**config.mk**
```make
export PLATFORM = sky130hd
export DESIGN_NAME = rate_monotonic_task_scheduler_core
export DESIGN_NICKNAME = d
export VERILOG_FILES = /design/src/hdl/rmts_pkg.sv /design/src/hdl/rmts_dp.sv /design/src/hdl/rmts_ctrl.sv /design/src/hdl/rate_monotonic_task_scheduler_core.sv
export SDC_FILE = /design/constraint.sdc
export NUM_CORES = 1
export LEC_CHECK = 0
export BUFFER_PORTS_ARGS = -buffer_cell sky130_fd_sc_hd__buf_4
export CAP_MARGIN = 5
export CORE_UTILIZATION = 39
export DETAILED_ROUTE_END_ITERATION = 16
export SLEW_MARGIN = 20
export SYNTH_ARGS = -nofsm -noshare
export SYNTH_HDL_FRONTEND = slang
export SYNTH_SLANG_ARGS = --single-unit
```
**constraint.sdc**
```tcl
create_clock -name clk -period 17.5 [get_ports clk]
set_clock_uncertainty 0.15 [all_clocks]
set_input_delay 3.5 -clock clk [delete_from_list [all_inputs] [get_ports clk]]
set_output_delay 3.5 -clock clk [all_outputs]
set_load 0.01 [all_outputs]
```
**src/hdl/rmts_pkg.sv**
```systemverilog
// Package: shared types and codes for the rate-monotonic task scheduler.
package rmts_pkg;

  localparam int unsigned ACT_W = 3;
  localparam int unsigned TW = 16;
  localparam int unsigned SW = 3;
  localparam int unsigned MW = 8;

  localparam logic [ACT_W-1:0] ACT_TICK = 3'd0;
  localparam logic [ACT_W-1:0] ACT_REG = 3'd1;
  localparam logic [ACT_W-1:0] ACT_WAIT = 3'd2;
  localparam logic [ACT_W-1:0] ACT_TERM = 3'd3;
  localparam logic [ACT_W-1:0] ACT_ABORT = 3'd4;
  localparam logic [ACT_W-1:0] ACT_START = 3'd5;

  localparam logic [1:0] STS_OK = 2'd0;
  localparam logic [1:0] STS_ZERO = 2'd1;
  localparam logic [1:0] STS_FULL = 2'd2;
  localparam logic [1:0] STS_IGN = 2'd3;

  typedef struct packed {
    logic [ACT_W-1:0] action;
    logic [TW-1:0] task_period;
    logic [TW-1:0] task_budget;
  } in_item_t;

  typedef struct packed {
    logic [SW-1:0] running_slot;
    logic running_idle;
    logic [1:0] status;
    logic [SW-1:0] new_slot;
    logic [MW-1:0] missed_mask;
  } out_item_t;

  // controller -> datapath commands
  typedef struct packed {
    logic load;     // latch input item
    logic decide;   // immediate actions / register slot search
    logic charge;   // charge running task and requeue
    logic rq_step;  // decrement one ready entry
    logic wq_step;  // process one waiting entry
    logic wq_done;  // commit waiting compaction
    logic elect;    // elect head
    logic ins_step; // insertion shift step
  } cmd_t;

  typedef struct packed {
    logic is_tick;
    logic is_start_el;
    logic ins_busy;
    logic rq_last;
    logic wq_last;
    logic rq_empty;
    logic wq_empty;
  } sts_t;

endpackage

```
**src/hdl/rmts_dp.sv**
```systemverilog
// Datapath: slot tables, ready and waiting queues, tick and insertion units.
module rmts_dp #(
  parameter int unsigned TASK_SLOTS = 8,
  parameter int unsigned TIME_BITS = 16
) (
  input  logic clk,
  input  logic rst_n,
  input  rmts_pkg::in_item_t in_item,
  input  rmts_pkg::cmd_t cmd,
  output rmts_pkg::sts_t sts,
  output rmts_pkg::out_item_t out_item
);

  localparam int unsigned IW = (TASK_SLOTS > 1) ? $clog2(TASK_SLOTS) : 1;
  localparam int unsigned CW = $clog2(TASK_SLOTS + 1);
  localparam logic [2:0] S_EMPTY = 3'd0;
  localparam logic [2:0] S_READY = 3'd1;
  localparam logic [2:0] S_WAIT = 3'd2;
  localparam logic [2:0] S_RUN = 3'd3;
  localparam logic [2:0] S_TERM = 3'd4;
  localparam logic [2:0] S_ABORT = 3'd5;

  logic [TIME_BITS-1:0] per_r [TASK_SLOTS];
  logic [TIME_BITS-1:0] bud_r [TASK_SLOTS];
  logic [TIME_BITS-1:0] act_r [TASK_SLOTS];
  logic [TIME_BITS-1:0] bl_r [TASK_SLOTS];
  logic [2:0] st_r [TASK_SLOTS];
  logic [IW-1:0] rq_r [TASK_SLOTS];
  logic [IW-1:0] wq_r [TASK_SLOTS];
  logic [CW-1:0] rc_r, wc_r, idx_r, keep_r, ipos_r;
  logic [IW-1:0] cur_r, islot_r;
  logic idle_r, wreq_r, ins_r;
  rmts_pkg::in_item_t it_r;
  logic [1:0] status_r;
  logic [IW-1:0] nslot_r;
  logic [TASK_SLOTS-1:0] miss_r;

  logic [TIME_BITS-1:0] per_m, bud_m;
  logic [IW-1:0] free_i;
  logic free_ok;
  logic [IW-1:0] rs, ws;
  logic [TIME_BITS-1:0] rdec, wdec, bl_dec;

  assign per_m = TIME_BITS'(it_r.task_period);
  assign bud_m = TIME_BITS'(it_r.task_budget);
  assign rs = rq_r[idx_r[IW-1:0]];
  assign ws = wq_r[idx_r[IW-1:0]];
  assign rdec = act_r[rs] - 1'b1;
  assign wdec = act_r[ws] - 1'b1;
  assign bl_dec = (bl_r[cur_r] != '0) ? bl_r[cur_r] - 1'b1 : '0;

  always_comb begin
    free_ok = 1'b0;
    free_i = '0;
    for (int i = TASK_SLOTS - 1; i >= 0; i--) begin
      if (st_r[i] == S_EMPTY) begin
        free_ok = 1'b1;
        free_i = IW'(i);
      end
    end
  end

  // Insertion walks the queue from the tail, one entry per cycle, shifting
  // larger periods back until the slot's place is found.
  logic ins_move;
  assign ins_move = (ipos_r != '0) &&
                    (per_r[rq_r[IW'(ipos_r - 1'b1)]] > per_r[islot_r]);

  assign sts.is_tick = (it_r.action == rmts_pkg::ACT_TICK);
  assign sts.is_start_el = (it_r.action == rmts_pkg::ACT_START) && idle_r;
  assign sts.ins_busy = ins_r;
  assign sts.rq_last = (idx_r + 1'b1) >= rc_r;
  assign sts.wq_last = (idx_r + 1'b1) >= wc_r;
  assign sts.rq_empty = (rc_r == '0);
  assign sts.wq_empty = (wc_r == '0);

  task automatic start_ins(input logic [IW-1:0] s);
    islot_r <= s;
    ipos_r <= rc_r;
    ins_r <= (rc_r < CW'(TASK_SLOTS));
  endtask

  always_ff @(posedge clk) begin
    if (!rst_n) begin
      for (int i = 0; i < TASK_SLOTS; i++) st_r[i] <= S_EMPTY;
      rc_r <= '0;
      wc_r <= '0;
      cur_r <= '0;
      idle_r <= 1'b1;
      wreq_r <= 1'b0;
      ins_r <= 1'b0;
      idx_r <= '0;
      keep_r <= '0;
      ipos_r <= '0;
    end else begin
      if (cmd.load) begin
        it_r <= in_item;
        status_r <= rmts_pkg::STS_OK;
        nslot_r <= '0;
        miss_r <= '0;
        idx_r <= '0;
        keep_r <= '0;
      end
      if (cmd.decide) begin
        case (it_r.action)
          rmts_pkg::ACT_TICK: ;
          rmts_pkg::ACT_REG: begin
            if (per_m == '0 || bud_m == '0) status_r <= rmts_pkg::STS_ZERO;
            else if (!free_ok) status_r <= rmts_pkg::STS_FULL;
            else begin
              per_r[free_i] <= per_m;
              bud_r[free_i] <= bud_m;
              act_r[free_i] <= per_m;
              bl_r[free_i] <= bud_m;
              st_r[free_i] <= S_READY;
              nslot_r <= free_i;
              start_ins(free_i);
            end
          end
          rmts_pkg::ACT_WAIT: begin
            if (idle_r) status_r <= rmts_pkg::STS_IGN;
            else wreq_r <= 1'b1;
          end
          rmts_pkg::ACT_TERM, rmts_pkg::ACT_ABORT: begin
            if (idle_r) status_r <= rmts_pkg::STS_IGN;
            else begin
              st_r[cur_r] <= (it_r.action == rmts_pkg::ACT_TERM) ? S_TERM : S_ABORT;
              idle_r <= 1'b1;
              cur_r <= '0;
              wreq_r <= 1'b0;
            end
          end
          rmts_pkg::ACT_START: begin
            if (!idle_r) status_r <= rmts_pkg::STS_IGN;
          end
          default: status_r <= rmts_pkg::STS_IGN;
        endcase
      end
      if (cmd.charge) begin
        if (!idle_r) begin
          bl_r[cur_r] <= bl_dec;
          if (wreq_r || bl_dec == '0) begin
            if (wc_r < CW'(TASK_SLOTS)) begin
              wq_r[wc_r[IW-1:0]] <= cur_r;
              wc_r <= wc_r + 1'b1;
              st_r[cur_r] <= S_WAIT;
            end
          end else begin
            start_ins(cur_r);
          end
        end
        wreq_r <= 1'b0;
      end
      if (cmd.ins_step) begin
        if (ins_move) begin
          rq_r[ipos_r[IW-1:0]] <= rq_r[IW'(ipos_r - 1'b1)];
          ipos_r <= ipos_r - 1'b1;
        end else begin
          rq_r[ipos_r[IW-1:0]] <= islot_r;
          rc_r <= rc_r + 1'b1;
          st_r[islot_r] <= S_READY;
          ins_r <= 1'b0;
        end
      end
      if (cmd.rq_step) begin
        if (rdec == '0) begin
          if (bl_r[rs] != '0) miss_r[rs] <= 1'b1;
          act_r[rs] <= per_r[rs];
        end else begin
          act_r[rs] <= rdec;
        end
        idx_r <= sts.rq_last ? '0 : idx_r + 1'b1;
      end
      if (cmd.wq_step) begin
        if (wdec == '0) begin
          act_r[ws] <= per_r[ws];
          bl_r[ws] <= bud_r[ws];
          start_ins(ws);
        end else begin
          act_r[ws] <= wdec;
          wq_r[keep_r[IW-1:0]] <= ws;
          keep_r <= keep_r + 1'b1;
        end
        idx_r <= idx_r + 1'b1;
      end
      if (cmd.wq_done) wc_r <= keep_r;
      if (cmd.elect) begin
        if (rc_r == '0) begin
          idle_r <= 1'b1;
          cur_r <= '0;
        end else begin
          cur_r <= rq_r[0];
          for (int i = 1; i < TASK_SLOTS; i++) rq_r[i-1] <= rq_r[i];
          rc_r <= rc_r - 1'b1;
          idle_r <= 1'b0;
          st_r[rq_r[0]] <= S_RUN;
        end
      end
    end
  end

  always_comb begin
    out_item = '0;
    out_item.running_slot = idle_r ? '0 : rmts_pkg::SW'(cur_r);
    out_item.running_idle = idle_r;
    out_item.status = status_r;
    out_item.new_slot = rmts_pkg::SW'(nslot_r);
    out_item.missed_mask = rmts_pkg::MW'(miss_r);
  end

endmodule

```
**src/hdl/rmts_ctrl.sv**
```systemverilog
// Controller: sequences one action through the datapath.
module rmts_ctrl (
  input  logic clk,
  input  logic rst_n,
  input  logic start,
  input  rmts_pkg::sts_t sts,
  output rmts_pkg::cmd_t cmd,
  output logic busy,
  output logic done
);

  typedef enum logic [3:0] {
    ST_IDLE, ST_DECIDE, ST_CHARGE, ST_RQ, ST_WQ, ST_INS, ST_WQD, ST_ELECT, ST_OUT
  } state_t;

  state_t state_r, state_nxt;
  logic busy_r, done_r;

  always_comb begin
    cmd = '0;
    state_nxt = state_r;
    case (state_r)
      ST_IDLE: if (start) begin
        cmd.load = 1'b1;
        state_nxt = ST_DECIDE;
      end
      ST_DECIDE: begin
        cmd.decide = 1'b1;
        state_nxt = sts.is_tick ? ST_CHARGE : ST_INS;
      end
      ST_CHARGE: begin
        cmd.charge = 1'b1;
        state_nxt = ST_RQ;
      end
      ST_RQ: begin
        if (sts.ins_busy) cmd.ins_step = 1'b1;
        else if (sts.rq_empty) state_nxt = ST_WQ;
        else begin
          cmd.rq_step = 1'b1;
          if (sts.rq_last) state_nxt = ST_WQ;
        end
      end
      ST_WQ: begin
        if (sts.ins_busy) cmd.ins_step = 1'b1;
        else if (sts.wq_empty) state_nxt = ST_WQD;
        else begin
          cmd.wq_step = 1'b1;
          if (sts.wq_last) state_nxt = ST_INS;
        end
      end
      ST_INS: begin
        if (sts.ins_busy) cmd.ins_step = 1'b1;
        else if (sts.is_tick) state_nxt = ST_WQD;
        else state_nxt = sts.is_start_el ? ST_ELECT : ST_OUT;
      end
      ST_WQD: begin
        cmd.wq_done = 1'b1;
        state_nxt = ST_ELECT;
      end
      ST_ELECT: begin
        cmd.elect = 1'b1;
        state_nxt = ST_OUT;
      end
      ST_OUT: state_nxt = ST_IDLE;
      default: state_nxt = ST_IDLE;
    endcase
  end

  always_ff @(posedge clk) begin
    if (!rst_n) begin
      state_r <= ST_IDLE;
      busy_r <= 1'b0;
      done_r <= 1'b0;
    end else begin
      state_r <= state_nxt;
      busy_r <= (state_nxt != ST_IDLE);
      done_r <= (state_r == ST_OUT);
    end
  end

  assign busy = busy_r;
  assign done = done_r;

endmodule

```
**src/hdl/rate_monotonic_task_scheduler_core.sv**
```systemverilog
// Top level: rate-monotonic task scheduler core.
// One action is taken when start is high and busy low; busy stays high until
// the action is done and its result is then shown for one cycle with
// out_valid (no back-pressure). A tick charges the running task, walks the
// ready queue and then the waiting queue one entry per cycle and elects the
// head of the ready queue; every queue insertion shifts one entry per cycle,
// and a pending insertion is finished before either walk goes on.
module rate_monotonic_task_scheduler_core #(
  parameter int unsigned TASK_SLOTS = 8,
  parameter int unsigned TIME_BITS = 16
) (
  input  logic clk,
  input  logic rst_n,
  input  logic start,
  output logic busy,
  input  rmts_pkg::in_item_t in_item,
  output logic out_valid,
  output rmts_pkg::out_item_t out_item
);

  rmts_pkg::cmd_t cmd;
  rmts_pkg::sts_t sts;
  rmts_pkg::out_item_t dp_out;
  logic done;

  rmts_ctrl u_ctrl (
    .clk(clk), .rst_n(rst_n), .start(start), .sts(sts),
    .cmd(cmd), .busy(busy), .done(done)
  );

  rmts_dp #(.TASK_SLOTS(TASK_SLOTS), .TIME_BITS(TIME_BITS)) u_dp (
    .clk(clk), .rst_n(rst_n), .in_item(in_item), .cmd(cmd),
    .sts(sts), .out_item(dp_out)
  );

  assign out_valid = done;
  assign out_item = dp_out;

`ifndef SYNTHESIS
  a_done_busy: assert property (@(posedge clk) disable iff (!rst_n)
    out_valid |-> $past(busy)) else $error("result without transfer");
  a_one_shot: assert property (@(posedge clk) disable iff (!rst_n)
    out_valid |=> !out_valid) else $error("result repeated");
  a_idle_slot: assert property (@(posedge clk) disable iff (!rst_n)
    out_valid && out_item.running_idle |-> out_item.running_slot == '0)
    else $error("idle with slot");
`endif

endmodule
```
==> flow_metrics.env, run 1 <==
export IMPL_status="finished, final reports clean"
export IMPL_switching_power_w=0.000927
export IMPL_via_per_inst=6.09
export IMPL_synth_top_cell_by_area="edfxtp_1"
export IMPL_avgSynthCellArea_um2=11.1
export IMPL_cts_buffer_depth=3
export IMPL_clk_pin_slew_worst_paths_ns=0.06
export IMPL_irDropWorstVdd_v=0.0000770
export IMPL_cts_buffers=74
export IMPL_hp_class="flop to flop"
export IMPL_clkSinkCount=676
export IMPL_netlist_instances=3172
export IMPL_swShare_pct=24.5
export IMPL_cts_hold_buffers=0
export IMPL_maxCapViolations=0
export IMPL_final_antenna_net_count=0
export IMPL_ys_warn_count=0
export IMPL_crit_path_top_delay_cell="dfxtp_1"
export IMPL_powerDensity_nw_per_um2=95.8
export IMPL_grt_usage_pct=24.4
export IMPL_die_w_um=303
export IMPL_final_common_cell="nand2_1"
export IMPL_async_reset_ff_share_pct=0
export IMPL_cts_root_buf="clkbuf_16"
export IMPL_h_tree_depth=3
export IMPL_worstSetupPathType="flop to flop"
export IMPL_grt_pass1_vias=25592
export IMPL_clock_fmax_mhz=127
export IMPL_fin_area_um2=39500
export IMPL_synth_top_area_share_pct=54.0
export IMPL_grt_pass1_wl_mm=166
export IMPL_antenna_found_initial=1
export IMPL_fin_nets=3253
export IMPL_power_w=0.00378
export IMPL_ys_flop_type="edfxtp_1"
export IMPL_routabilityCongestion=0.936
export IMPL_dieArea_um2=91800
export IMPL_cts_tree="yes"
export IMPL_slew_headroom_pct=26.6
export IMPL_slew_viol_final=0
export IMPL_critPathMaxFanout=141
export IMPL_leakagePower_nw=13.6
export IMPL_area_growth_pct=11.7
export IMPL_final_cell_mix="nand2_1 (757), edfxtp_1 (635), nand3_1 (166)"
export IMPL_place_area_um2=37100
export IMPL_combPwrFrac_pct=8.7
export IMPL_clock_latency_ns=0.65
export IMPL_clkPwrFrac_pct=40.9
export IMPL_synth_area_um2=35300
export IMPL_rsz0062_at_grt="no"
export IMPL_core_area_um2=89900
export IMPL_crit_path_max_incr_delay_ns=0.97
export IMPL_fin_crit_sh_pct=45.0
export IMPL_layout_min_cycle_time_ns=7.87
export IMPL_crit_path_end_kind="flop"
export IMPL_ys_seq_area_share_pct=56.3
export IMPL_totalWireLength_mm=113
export IMPL_p_int_w=0.00286
export IMPL_hold_violations=0
export IMPL_drc=0
export IMPL_crit_required_ns=17.68
export IMPL_syn_nets=3247
export IMPL_rows=110
export IMPL_drt_iter0_markers=2946
export IMPL_seqPwrFrac_pct=50.4
export IMPL_dp_hpwl_mm=73.0
export IMPL_initial_core_util_pct=39.3
export IMPL_dieHeight_um=303
export IMPL_synth_cell_type_count=100
export IMPL_detail_route_wl_per_cell_um=25.5
export IMPL_grt_overflow=0
export IMPL_setup_tns_ns=0
export IMPL_num_antenna_cells=0
export IMPL_yosys_register_bits=676
export IMPL_setup_viol=0
export IMPL_port_buffers=56
export IMPL_yosys_top_cells_area="edfxtp_1 (54%), nand2_1 (8.1%), mux4_2 (5.3%)"
export IMPL_cts_resized=0
export IMPL_drive_above_1_share_pct=12.3
export IMPL_start_kind="flop"
export IMPL_path_cells="mux4_2 -> mux2i_4 -> buf_12 -> and2_1 -> a32oi_1 -> and2_1 -> inv_4 -> ha_1 -> inv_1 -> a2111oi_1 -> o21ai_0 -> a211oi_2 -> o2111ai_4 -> nor3_4 -> buf_4 -> mux2_2 -> nor2_1 -> buf_4"
export IMPL_synth_edff_count=635
export IMPL_post_cts_buffers=0
export IMPL_ios=57
export IMPL_firstDrtPassIters=6
export IMPL_grt_max_degree=142
export IMPL_vias=26860
export IMPL_crit_arrival_ns=8.05
export IMPL_worst_pin_slew_ns=1.09
==> critical path, delay by kind of cell, from the launching register on <==
kind,cells,cell delay (ns)
AND/OR/NAND/NOR,4,1.91
flip-flops,1,0.97
multiplexers,3,1.08
adder cells (fa/ha/maj),1,0.29
AO/OA/AOI/OAI,5,1.36
buffers and inverters,5,1.59
==> power groups by stage <==
stage               clock network, W  logic, W  registers [W]
floorplan                          0  0.000208        0.00191
global placement                   0  0.000323        0.00194
detailed placement                 0  0.000325        0.00194
CTS                          0.00157  0.000327        0.00190
global route                 0.00163  0.000355        0.00191
finish                       0.00155  0.000328        0.00191
==> Yosys cell counts, types with 41 or more instances <==
cell type  instances
mux4_2            83
dfxtp_1           41
nand2_1          758
a21oi_1          101
edfxtp_1         635
a31oi_1           49
and3_1            70
o21ai_0          123
nor3_1            62
nand3_1          166
mux2i_1          131
clkbuf_1         130
nor2_1           141
nor4_1            41
==> flip-flops by register name, indices dropped and copies added (netlist names), 2 cells and up, named ones only <==
| name | flops |
|---|---|
| u_dp.it_r | 3 |
| u_dp.islot_r | 3 |
| u_dp.per_m | 16 |
| u_dp.ipos_r | 4 |
| u_dp.act_r | 128 |
| u_dp.idx_r | 4 |
| u_dp.miss_r | 8 |
| u_dp.rq_r | 24 |
| u_ctrl.state_r | 4 |
| u_dp.keep_r | 4 |
| u_dp.status_r | 2 |
| u_dp.rc_r | 4 |
| u_dp.bud_m | 16 |
| u_dp.wc_r | 4 |
| u_dp.per_r | 128 |
| u_dp.cur_r | 3 |
| u_dp.bud_r | 128 |
| u_dp.nslot_r | 3 |
| u_dp.wq_r | 24 |
| u_dp.bl_r | 128 |
| u_dp.st_r | 24 |
==> cell type report <==
| class | count | area, um^2 |
|---|---|---|
| well taps | 1176 | 1470 |
| fillers | 8373 | 50400 |
| clock buffers | 97 | 1990 |
| clock inverters | 34 | 380 |
| multi-input cells | 2263 | 14600 |
| flip-flops and latches | 676 | 19900 |
| repair buffers | 128 | 973 |
| inverters | 35 | 134 |
==> layer usage <==
metal / vias to the layer above / share of wire, % / global-route usage, %
met5: - / 0 / 0
met4: 0 / 3.6 / 9.39
met3: 235 / 7.6 / 3.89
met2: 1300 / 48 / 40.1
met1: 13302 / 41 / 32.3
li1: 12023 / - / -
==> cell families after synthesis <==
family          share of synthesized area, %
buf+inv                                 2.88
fa+ha+maj                               1.31
compound gates                          11.2
mux                                     9.73
flops                                   56.3
xor+xnor                               0.942
simple gates                            17.7
==> stage by stage <==
step	std cells	hold slack (ns)	util, %	setup slack, ns
after floorplan	3172	0.320	-	10.17
after global placement	4278	0.339	41.3	9.92
after detailed placement	4278	0.339	41.3	9.77
after CTS	4409	0.347	43.9	9.75
after global routing	4409	0.396	43.9	9.31
final	4409	0.352	43.9	9.63
==> final timing paths <==
| path | startpoint | to | slack (ns) | cells past startpoint |
|---|---|---|---|---|
| hold / removal | u_dp.keep_r[3] | u_dp.keep_r[3] | 0.35 | 2 |
| hold reg to reg | u_dp.keep_r[3] | u_dp.keep_r[3] | 0.35 | 2 |
| setup reg to reg | flop | u_dp.bl_r[2][2] | 9.63 | 18 |
| setup / recovery | flop | u_dp.bl_r[2][2] | 9.63 | 18 |
No activity file was read; power rests on OpenSTA's default activity.
==> inputs of run 2 (changes only) <==
Clock period 17.5 ns to 7.18 ns, I/O delays scaled along.
==> flow_metrics.env, run 2 (synthesis results as in run 1) <==
export IMPL_status="finished, final reports clean"
export IMPL_worst_pin_slew_ns=1.14
export IMPL_cts_buffer_depth=3
export IMPL_swShare_pct=25.0
export IMPL_setup_tns_ns=0
export IMPL_hp_class="flop to flop"
export IMPL_rsz0062_at_grt="no"
export IMPL_crit_arrival_ns=6.68
export IMPL_clock_latency_ns=0.67
export IMPL_detail_route_wl_per_cell_um=25.5
export IMPL_p_int_w=0.00702
export IMPL_powerDensity_nw_per_um2=235
export IMPL_path_cells="buf_4 -> inv_1 -> ha_1 -> mux4_2 -> mux2_2 -> nand2_1 -> nand3_1 -> o211ai_1 -> o21ai_0 -> ha_1 -> nor2b_1 -> o21a_1 -> o21a_1 -> o21a_1 -> o21a_1 -> o21ai_0 -> a21oi_1 -> nor2_1 -> buf_4 -> o21ai_0 -> a2111oi_0 -> o21ai_0 -> nand2_1"
export IMPL_r2r_cells=23
export IMPL_hold_violations=0
export IMPL_crit_path_end_kind="flop"
export IMPL_combPwrFrac_pct=8.3
export IMPL_cts_buffers=76
export IMPL_grt_overflow=0
export IMPL_grt_max_degree=140
export IMPL_post_route_util_pct=44.3
export IMPL_slew_viol_final=0
export IMPL_layout_min_cycle_time_ns=6.47
export IMPL_crit_path_max_incr_delay_ns=0.66
export IMPL_slew_headroom_pct=23.7
export IMPL_area_growth_pct=12.8
export IMPL_dp_hpwl_mm=75.8
export IMPL_min_delay_start="u_dp.keep_r[3]"
export IMPL_reg2reg_slack_ns=0.71
export IMPL_fin_nets=3284
export IMPL_cts_root_buf="clkbuf_16"
export IMPL_firstDrtPassIters=6
export IMPL_final_common_cell="nand2_1"
export IMPL_dieArea_um2=91800
export IMPL_timing_rr_end="u_dp.st_r[5][0]"
export IMPL_vias=27228
export IMPL_grt_pass1_wl_mm=169
export IMPL_min_to="u_dp.keep_r[3]"
export IMPL_drc=0
export IMPL_post_cts_buffers=0
export IMPL_hold_depth=2
export IMPL_crit_required_ns=7.39
export IMPL_totalWireLength_mm=113
export IMPL_cts_tree="yes"
export IMPL_die_w_um=303
export IMPL_start_kind="flop"
export IMPL_drive_above_1_share_pct=13.4
export IMPL_maxCapViolations=0
export IMPL_critPathMaxFanout=41
export IMPL_via_per_inst=6.12
export IMPL_crit_family="compound AO/OA/AOI/OAI gates"
export IMPL_clock_fmax_mhz=155
export IMPL_clkPwrFrac_pct=41.8
export IMPL_leakagePower_nw=13.8
export IMPL_port_buffers=56
export IMPL_switching_power_w=0.00234
export IMPL_cp_startpoint="u_dp.ipos_r[0]"
export IMPL_crit_path_top_delay_cell="a2111oi_0"
export IMPL_fin_crit_sh_pct=90.1
export IMPL_core_area_um2=89900
export IMPL_drt_iter0_markers=3307
export IMPL_irDropWorstVdd_v=0.000177
export IMPL_final_cell_mix="nand2_1 (757), edfxtp_1 (635), nand3_1 (166)"
export IMPL_rows=110
export IMPL_clkSinkCount=676
export IMPL_setup_viol=0
export IMPL_routabilityCongestion=0.946
export IMPL_final_antenna_net_count=0
export IMPL_worstSetupPathType="flop to flop"
export IMPL_initial_core_util_pct=39.3
export IMPL_cts_hold_buffers=0
export IMPL_dieHeight_um=303
export IMPL_power_w=0.00936
export IMPL_grt_usage_pct=24.8
export IMPL_antenna_found_initial=3
export IMPL_r2r_start="u_dp.ipos_r[0]"
export IMPL_path_buf_inv=3
export IMPL_h_tree_depth=3
export IMPL_clk_pin_slew_worst_paths_ns=0.06
export IMPL_seqPwrFrac_pct=49.9
export IMPL_ios=57
export IMPL_grt_pass1_vias=26023
export IMPL_cts_resized=0
## run 2: changes by cell type in the layout (fill, tap and decap cells not counted), moves of 2 or more
cell and change:
buf_12 +2, diode_2 +3, clkinv_1 -3, buf_4 +27
clkinvlp_4 +2, clkinv_2 +6, clkbuf_1 +2, clkinv_16 +3
## run 2: how the worst max path moves through the flow
| stage | to | slack, ns | cells after the start |
|---|---|---|---|
| floorplan | u_dp.st_r[1][0] | 1.16 | 24 |
| detailed placement | u_dp.st_r[5][1] | 0.88 | 24 |
| finish | u_dp.st_r[5][0] | 0.71 | 23 |
| global placement | u_dp.bl_r[4][7] | 1.04 | 16 |
| global route | u_dp.bl_r[7][8] | 0.30 | 16 |
| CTS | u_dp.st_r[5][0] | 0.85 | 23 |
## run 2: area by class of cell
cell class	count	area [um^2]
fillers	8224	50000
clock inverters	41	488
diodes	3	7.51
well taps	1176	1470
repair buffers	157	1220
clock buffers	100	2020
multi-input cells	2263	14600
inverters	35	134
flip-flops and latches	676	19900
## run 2: worst register-to-register path: cells and delay by family, from the launching register on
kind	cells	cell delay, ns
AO/OA/AOI/OAI	11	2.71
adder cells (fa/ha/maj)	2	0.78
buffers and inverters	3	0.46
flip-flops	1	0.30
multiplexers	2	0.99
AND/OR/NAND/NOR	5	0.77
## run 2: through the flow
stage	std cells	hold WS [ns]	instance area [um^2]	worst slack, ns
CTS	4448	0.375	39800	0.847
global placement	4306	0.352	37300	1.04
floorplan	3172	0.320	35300	1.16
global route	4450	0.409	39800	0.302
finish	4451	0.375	39900	0.708
detailed placement	4307	0.359	37300	0.878
## run 2: power groups by stage
stage | Sequential, W | Clock [W] | Combinational (W)
floorplan | 0.00465 | 0 | 0.000507
global placement | 0.00475 | 0 | 0.000769
detailed placement | 0.00475 | 0 | 0.000772
CTS | 0.00467 | 0.00399 | 0.000776
global route | 0.00468 | 0.00414 | 0.000843
finish | 0.00467 | 0.00391 | 0.000777
## run 2: per-layer routing
metal	part of all wire (%)	global-route usage (%)
met1	41	32.9
met2	47	39.8
met3	8.6	4.82
met4	3.9	9.97
met5	0.0088	0
